<file path="config.mk">
export PLATFORM = sky130hd
export DESIGN_NAME = adler32_with_extra_sum
export DESIGN_NICKNAME = d
export VERILOG_FILES = /design/src/design/a32x_pkg.sv /design/src/design/adler32_with_extra_sum.sv /design/src/design/a32x_front.sv /design/src/design/a32x_back.sv
export SDC_FILE = /design/constraint.sdc
export NUM_CORES = 1
export LEC_CHECK = 0
export ABC_AREA = 1
export BUFFER_PORTS_ARGS = -buffer_cell sky130_fd_sc_hd__buf_2
export CAP_MARGIN = 10
export CORE_AREA = 2 2 186 188
export DETAILED_ROUTE_END_ITERATION = 6
export DIE_AREA = 0 0 188 190
export PLACE_DENSITY = 0.68
export SLEW_MARGIN = 5
export SYNTH_ARGS = -nofsm -noshare
export SYNTH_HDL_FRONTEND = slang
export SYNTH_SLANG_ARGS = --single-unit
</file>
<file path="constraint.sdc">
create_clock -name clk -period 9.35 [get_ports clk]
set_input_delay 1.87 -clock clk [delete_from_list [all_inputs] [get_ports clk]]
set_output_delay 1.87 -clock clk [all_outputs]
set_load 0.05 [all_outputs]
</file>
<file path="src/design/a32x_pkg.sv">
`timescale 1ns / 1ps
// Package for the Adler-32 plus extra sum block: channel payload types,
// arithmetic constants, mode and register codes. No dependencies.
package a32x_pkg;

    localparam logic [15:0] ADLER_MOD   = 16'd65521;
    localparam logic [16:0] ADLER_MOD2  = 17'd131042;
    localparam logic [31:0] EXTRA_PRIME = 32'hFFFE_FFF9;
    localparam logic [15:0] HALF_MASK   = 16'hFFFF;
    localparam int          CFG_IDX_W   = 1;

    typedef enum logic [1:0] {
        MODE_BYTE = 2'd0,
        MODE_HALF = 2'd1,
        MODE_WORD = 2'd2,
        MODE_RSVD = 2'd3
    } mode_e;

    typedef enum logic [CFG_IDX_W-1:0] {
        CFG_INIT_CHECKSUM = 1'b0,
        CFG_INIT_EXTRA    = 1'b1
    } cfg_reg_e;

    typedef enum logic {
        BK_IDLE = 1'b0,
        BK_RUN  = 1'b1
    } back_state_t;

    typedef struct packed {
        logic [1:0]  mode;
        logic [31:0] data_word;
        logic        start_req;
        logic        last;
    } in_item_t;

    typedef struct packed {
        logic [31:0] checksum;
        logic [31:0] extra_sum;
        logic        final_res;
    } out_item_t;

    // Classified work entry: bytes aligned to the top, count of bytes minus one
    typedef struct packed {
        logic [31:0] bytes;
        logic [1:0]  remain;
        logic        start_req;
        logic        last;
    } task_t;

    typedef struct packed {
        logic [15:0] low;
        logic [15:0] high;
        logic [31:0] extra;
    } sums_t;

endpackage

</file>
<file path="src/design/adler32_with_extra_sum.sv">
`timescale 1ns / 1ps
// Adler-32 checksum with an extra 32-bit sum modulo 0xFFFEFFF9.
// Top level: configuration registers, a32x_front and a32x_back. Uses a32x_pkg.
//
// Input channel in_valid/in_ready/in_item carries one, two or four bytes
// per transfer (mode), MSB first; start_req reloads the sums from the
// configured initial values first. Each input transfer yields exactly one
// output transfer on out_valid/out_ready/out_item with the packed checksum,
// the extra sum and the echoed last flag.
// The back end folds one byte per cycle, save when a stalled receiver holds
// back an item's last byte; items of one, two or four bytes fold byte by byte.
// A two-entry queue sits between front and back; the result register lets
// the next item fold while the previous result waits. When the receiver
// stalls, folding stops only at the last byte of the next item.
// Configuration: cfg_valid/cfg_ready/cfg_index/cfg_data, always ready;
// index 0 is initial_checksum (reset 1), index 1 is initial_extra (reset 0).
// Reset (rst_n, async, active low) sets the sums to s1=1, s2=0, extra=0
// and empties the queue and the result register.
module adler32_with_extra_sum
(
    input  logic                                 clk,
    input  logic                                 rst_n,
    input  logic                                 in_valid,
    output logic                                 in_ready,
    input  a32x_pkg::in_item_t                   in_item,
    output logic                                 out_valid,
    input  logic                                 out_ready,
    output a32x_pkg::out_item_t                  out_item,
    input  logic                                 cfg_valid,
    output logic                                 cfg_ready,
    input  logic [a32x_pkg::CFG_IDX_W-1:0]       cfg_index,
    input  logic [31:0]                          cfg_data
);
    import a32x_pkg::*;

    logic [31:0] init_checksum_reg;
    logic [31:0] init_extra_reg;
    logic        q_valid;
    logic        q_ready;
    task_t       q_task;

    assign cfg_ready = 1'b1;

    always_ff @(posedge clk or negedge rst_n)
    begin
        if (!rst_n)
        begin
            init_checksum_reg <= 32'd1;
            init_extra_reg    <= 32'd0;
        end
        else if (cfg_valid && cfg_ready)
        begin
            unique case (cfg_reg_e'(cfg_index))
                CFG_INIT_CHECKSUM: init_checksum_reg <= cfg_data;
                CFG_INIT_EXTRA:    init_extra_reg    <= cfg_data;
            endcase
        end
    end

    a32x_front u_front
    (
        .clk      (clk),
        .rst_n    (rst_n),
        .in_valid (in_valid),
        .in_ready (in_ready),
        .in_item  (in_item),
        .q_valid  (q_valid),
        .q_ready  (q_ready),
        .q_task   (q_task)
    );

    a32x_back u_back
    (
        .clk           (clk),
        .rst_n         (rst_n),
        .q_valid       (q_valid),
        .q_ready       (q_ready),
        .q_task        (q_task),
        .init_checksum (init_checksum_reg),
        .init_extra    (init_extra_reg),
        .out_valid     (out_valid),
        .out_ready     (out_ready),
        .out_item      (out_item)
    );

endmodule

</file>
<file path="src/design/a32x_front.sv">
`timescale 1ns / 1ps
// Front end: accepts input transfers, decodes mode into an aligned byte
// group with a byte count, and buffers entries in a two-deep queue. Uses a32x_pkg.
module a32x_front
(
    input  logic               clk,
    input  logic               rst_n,
    input  logic               in_valid,
    output logic               in_ready,
    input  a32x_pkg::in_item_t in_item,
    output logic               q_valid,
    input  logic               q_ready,
    output a32x_pkg::task_t    q_task
);
    import a32x_pkg::*;

    task_t       entry_reg [2];
    logic        wr_ptr_reg;
    logic        rd_ptr_reg;
    logic [1:0]  count_reg;
    logic [1:0]  count_next;
    task_t       cls;
    logic        push;
    logic        pop;

    always_comb
    begin
        cls.start_req = in_item.start_req;
        cls.last      = in_item.last;
        unique case (mode_e'(in_item.mode))
            MODE_BYTE:
            begin
                cls.bytes  = {in_item.data_word[7:0], 24'd0};
                cls.remain = 2'd0;
            end
            MODE_HALF:
            begin
                cls.bytes  = {in_item.data_word[15:0], 16'd0};
                cls.remain = 2'd1;
            end
            MODE_WORD, MODE_RSVD:
            begin
                cls.bytes  = in_item.data_word;
                cls.remain = 2'd3;
            end
        endcase
    end

    assign in_ready = (count_reg != 2'd2);
    assign q_valid  = (count_reg != 2'd0);
    assign q_task   = entry_reg[rd_ptr_reg];
    assign push     = in_valid && in_ready;
    assign pop      = q_valid && q_ready;

    always_comb
    begin
        count_next = count_reg;
        if (push && !pop)
        begin
            count_next = count_reg + 2'd1;
        end
        else if (pop && !push)
        begin
            count_next = count_reg - 2'd1;
        end
    end

    always_ff @(posedge clk or negedge rst_n)
    begin
        if (!rst_n)
        begin
            wr_ptr_reg <= 1'b0;
            rd_ptr_reg <= 1'b0;
            count_reg  <= 2'd0;
        end
        else
        begin
            count_reg <= count_next;
            if (push)
            begin
                wr_ptr_reg <= !wr_ptr_reg;
            end
            if (pop)
            begin
                rd_ptr_reg <= !rd_ptr_reg;
            end
        end
    end

    always_ff @(posedge clk)
    begin
        if (push)
        begin
            entry_reg[wr_ptr_reg] <= cls;
        end
    end

endmodule

</file>
<file path="src/design/a32x_back.sv">
`timescale 1ns / 1ps
// Back end: folds one byte per cycle, unless the output stalls it, into the
// Adler and extra sums, result held in an output register. Uses a32x_pkg.
module a32x_back
(
    input  logic                clk,
    input  logic                rst_n,
    input  logic                q_valid,
    output logic                q_ready,
    input  a32x_pkg::task_t     q_task,
    input  logic [31:0]         init_checksum,
    input  logic [31:0]         init_extra,
    output logic                out_valid,
    input  logic                out_ready,
    output a32x_pkg::out_item_t out_item
);
    import a32x_pkg::*;

    back_state_t state_reg;
    back_state_t state_next;
    sums_t       sums_reg;
    sums_t       base;
    sums_t       sums_new;
    task_t       cur_reg;
    task_t       src;
    out_item_t   out_reg;
    logic        out_valid_reg;
    logic        running;
    logic        have_work;
    logic        last_byte;
    logic        out_blocked;
    logic        step;
    logic [7:0]  cur_byte;
    logic [16:0] low_sum;
    logic [16:0] high_sum;
    logic [31:0] ext_sum;

    // output decode
    always_comb
    begin
        unique case (state_reg)
            BK_IDLE: running = 1'b0;
            BK_RUN:  running = 1'b1;
        endcase
    end

    assign src         = running ? cur_reg : q_task;
    assign have_work   = running || q_valid;
    assign last_byte   = (src.remain == 2'd0);
    assign out_blocked = out_valid_reg && !out_ready;
    assign step        = have_work && !(last_byte && out_blocked);
    assign q_ready     = !running && !(last_byte && out_blocked);
    assign cur_byte    = src.bytes[31:24];

    always_comb
    begin
        if (!running && q_task.start_req)
        begin
            base.low   = init_checksum[15:0] & HALF_MASK;
            base.high  = init_checksum[31:16] & HALF_MASK;
            base.extra = init_extra;
        end
        else
        begin
            base = sums_reg;
        end
    end

    always_comb
    begin
        low_sum = {1'b0, base.low} + {9'd0, cur_byte};
        if (low_sum >= {1'b0, ADLER_MOD})
        begin
            sums_new.low = 16'(low_sum - {1'b0, ADLER_MOD});
        end
        else
        begin
            sums_new.low = low_sum[15:0];
        end
        high_sum = {1'b0, base.high} + {1'b0, sums_new.low};
        priority if (high_sum >= ADLER_MOD2)
        begin
            sums_new.high = 16'(high_sum - ADLER_MOD2);
        end
        else if (high_sum >= {1'b0, ADLER_MOD})
        begin
            sums_new.high = 16'(high_sum - {1'b0, ADLER_MOD});
        end
        else
        begin
            sums_new.high = high_sum[15:0];
        end
        ext_sum = base.extra + {16'd0, sums_new.high};
        if (ext_sum >= EXTRA_PRIME)
        begin
            sums_new.extra = ext_sum - EXTRA_PRIME;
        end
        else
        begin
            sums_new.extra = ext_sum;
        end
    end

    // next state
    always_comb
    begin
        state_next = state_reg;
        unique case (state_reg)
            BK_IDLE:
            begin
                if (step && !last_byte)
                begin
                    state_next = BK_RUN;
                end
            end
            BK_RUN:
            begin
                if (step && last_byte)
                begin
                    state_next = BK_IDLE;
                end
            end
        endcase
    end

    always_ff @(posedge clk or negedge rst_n)
    begin
        if (!rst_n)
        begin
            state_reg      <= BK_IDLE;
            sums_reg.low   <= 16'd1;
            sums_reg.high  <= 16'd0;
            sums_reg.extra <= 32'd0;
            out_valid_reg  <= 1'b0;
        end
        else
        begin
            state_reg <= state_next;
            if (step)
            begin
                sums_reg <= sums_new;
            end
            if (step && last_byte)
            begin
                out_valid_reg <= 1'b1;
            end
            else if (out_ready)
            begin
                out_valid_reg <= 1'b0;
            end
        end
    end

    always_ff @(posedge clk)
    begin
        if (step)
        begin
            cur_reg.bytes     <= {src.bytes[23:0], 8'd0};
            cur_reg.remain    <= src.remain - 2'd1;
            cur_reg.start_req <= 1'b0;
            cur_reg.last      <= src.last;
        end
        if (step && last_byte)
        begin
            out_reg.checksum  <= {sums_new.high, sums_new.low};
            out_reg.extra_sum <= sums_new.extra;
            out_reg.final_res <= src.last;
        end
    end

    assign out_valid = out_valid_reg;
    assign out_item  = out_reg;

endmodule

</file>
==> flow_metrics.env <==
export IMPL_fin_skew_ns=0.01655
export IMPL_synth_area_leaders="edfxtp_1 29%, dfrtp_1 20%, nand2_1 13%, inv_1 5.7%, o21ai_0 4.5%"
export IMPL_rsz0062_at_grt="true"
export IMPL_num_rows=68
export IMPL_cts_sinks=298
export IMPL_grtUsageTotal_pct=26.14
export IMPL_yosysTopAreaCell="edfxtp_1"
export IMPL_fmax_mhz=107.5
export IMPL_cpPeakStageDelay_ns=0.42
export IMPL_yosysMostFrequentCell="nand2_1"
export IMPL_slew_viol_final=0
export IMPL_final_nets=2425
export IMPL_synth_ff_type="edfxtp_1"
export IMPL_start_util_pct=49.23
export IMPL_largest_reg_flops=72
export IMPL_drt_pass1_iter_count=5
export IMPL_stdcell_area_mm2=0.02115
export IMPL_finalSetupTns_ns=0
export IMPL_via_per_inst=5.133
export IMPL_first_global_vias=13650
export IMPL_crit_required_ns=9.64
export IMPL_h_tree_depth=2
export IMPL_ys_async_sr_fraction_pct=44.97
export IMPL_syn_nets=2101
export IMPL_fin_ws_ns=0.04705
export IMPL_syn_inst=1975
export IMPL_clock_tree_root_cell="clkbuf_16"
export IMPL_clkTransAtPathRegs_ns=0.06
export IMPL_ys_seq_area_share_pct=49.55
export IMPL_critPathSlowestCell="dfrtp_1"
export IMPL_arrival_ns=9.59
export IMPL_synth_top_cells_by_count="574 x nand2_1, 253 x inv_1, 164 x edfxtp_1, 151 x o21ai_0, 138 x nor2_1"
export IMPL_gp_congestion=0.9369
export IMPL_die_area_mm2=0.03572
export IMPL_ys_warn_count=0
export IMPL_vias=14280
export IMPL_grt_first_pass_wirelength_mm=72.82
export IMPL_fillers=2920
export IMPL_synth_top_area_share_pct=29.47
export IMPL_tightest_slew_ns=1.105
export IMPL_antenna_found_initial=0
export IMPL_crit_type="flip-flop to flip-flop"
export IMPL_wirelength_mm=46.99
export IMPL_routedWlPerCell_um=16.90
export IMPL_gr_total_overflow=0
export IMPL_clock_latency_ns=0.53
export IMPL_final_hold_viol_count=0
export IMPL_grt_max_degree=82
export IMPL_die_h_um=190
export IMPL_holdBufCountCts=0
export IMPL_synth_edf_count=164
export IMPL_synth_avg_cell_area_um2=8.461
export IMPL_die_w_um=188
export IMPL_drive_gt1_share_pct=27.73
export IMPL_dp_slack_ns=-0.1414
export IMPL_placed_area_mm2=0.01915
export IMPL_cts_max_path_buffers=3
export IMPL_drcViolationCount=0
export IMPL_fin_crit_sh_pct=99.50
export IMPL_tritoncts="built"
export IMPL_drtIter0Drc=970
export IMPL_antenna_left=0
export IMPL_synth_distinct_cells=56
export IMPL_port_buffers=140
export IMPL_syn_to_final_growth_pct=26.54
export IMPL_crit_path_start_kind="flip-flop"
export IMPL_setup_viol=0
export IMPL_pin_count=142
export IMPL_worst_setup_path_end_kind="flip-flop"
export IMPL_status="complete, no violations"
export IMPL_cp_max_fo=6
export IMPL_syn_area_mm2=0.01671
export IMPL_diodes=0
export IMPL_hp_class="flip-flop to flip-flop"
export IMPL_maxCapViolCount=0
export IMPL_hpwl_mm=34.67
export IMPL_core_area_mm2=0.03395
export IMPL_crit_path_frequent_cell="nand2_2"
export IMPL_numCtsBuffers=35
export IMPL_period_needed_ns=9.303
export IMPL_ys_ff_latch=298
export IMPL_relSlewSlack_pct=26.14
[worst max-delay path, delay by kind of cell (launching register included)]
kind	cells	cell delay (ns)
buffers and inverters	11	1.15
flip-flops	1	0.42
XOR/XNOR	2	0.45
AO/OA/AOI/OAI	14	1.98
adder cells (fa/ha/maj)	5	1.62
AND/OR/NAND/NOR	32	3.43
[what timing repair did]
action,CTS,global route
pin swaps,3,81
setup buffers,3,28
gates cloned,0,1
endpoints found under the setup margin,54,64
resized for setup,8,152
[per-stage QoR]
stage	hold WS [ns]	utilization, %	cells
after floorplan	0.4434	-	1975
after global placement	0.4567	56.42	2685
after detailed placement	0.4613	56.42	2685
after CTS	0.4811	59.93	2752
after global routing	0.4995	62.29	2781
final	0.4769	62.29	2781
[logic make-up (layout without fill, tap and decap cells)]
kind of cell / after synthesis / in the layout / synth area share, %
buffers and inverters: 322 / 673 / 7.659
flip-flops: 298 / 298 / 49.55
AND/OR/NAND/NOR: 932 / 932 / 24.48
adder cells (fa/ha/maj): 52 / 52 / 4.028
XOR/XNOR: 63 / 63 / 3.302
multiplexers: 36 / 36 / 2.381
other: 1 / 1 / 0.02244
AO/OA/AOI/OAI: 271 / 271 / 8.573
[cell usage in the layout (no fill, tap or decap), drive strengths merged, types with 2 or more instances in the layout]
cell type	n
nand3	111
xor2	49
nand4	26
fa	3
o21ai	160
nor4	6
mux2	30
o2111ai	2
edfxtp	164
bufinv	2
clkbuf	46
xnor2	14
nor3	15
ha	49
buf	348
nand3b	10
a22o	6
a211oi	3
mux2i	6
inv	264
o211ai	4
dfrtp	132
clkinv	13
and2	6
a21oi	88
or2	4
dfstp	2
nand2	605
nor2	146
a21boi	2
[final timing paths]
path / start / end / slack, ns / cells past startpoint
min in group asynchronous: rst_n / u_back.sums_reg[1] / 1.32 / 1
setup reg to reg: u_front.rd_ptr_reg / u_back.out_item[12] / 0.05 / 64
setup / recovery: u_front.rd_ptr_reg / u_back.out_item[12] / 0.05 / 64
hold / removal: u_back.sums_reg[34] / u_back.sums_reg[34] / 0.48 / 2
max in group asynchronous: rst_n / async pin / 6.54 / 2
hold reg to reg: u_back.sums_reg[34] / u_back.sums_reg[34] / 0.48 / 2
[routing by layer]
| layer | wire, um | share of wire, % | global-route usage, % |
|---|---|---|---|
| met5 | 0 | 0 | 0 |
| met4 | 1625 | 3.5 | 10.69 |
| met3 | 2567 | 5.5 | 4.187 |
| met2 | 22320 | 48 | 42.46 |
| met1 | 20480 | 44 | 35.06 |
[layout make-up]
class,count,area (um2),share of cell area (%)
Clock buffer,45,954.7,4.515
Clock inverter,19,178.9,0.8462
Tap cell,455,569.3,2.692
Inverter,260,983.4,4.651
Multi-Input combinational cell,1355,7819,36.98
Sequential cell,298,8282,39.17
Timing Repair Buffer,349,2359,11.15
Power is left out: the tool's default activity adds up to more than one toggle a clock period on the data nets, which glitch-free logic cannot reach.
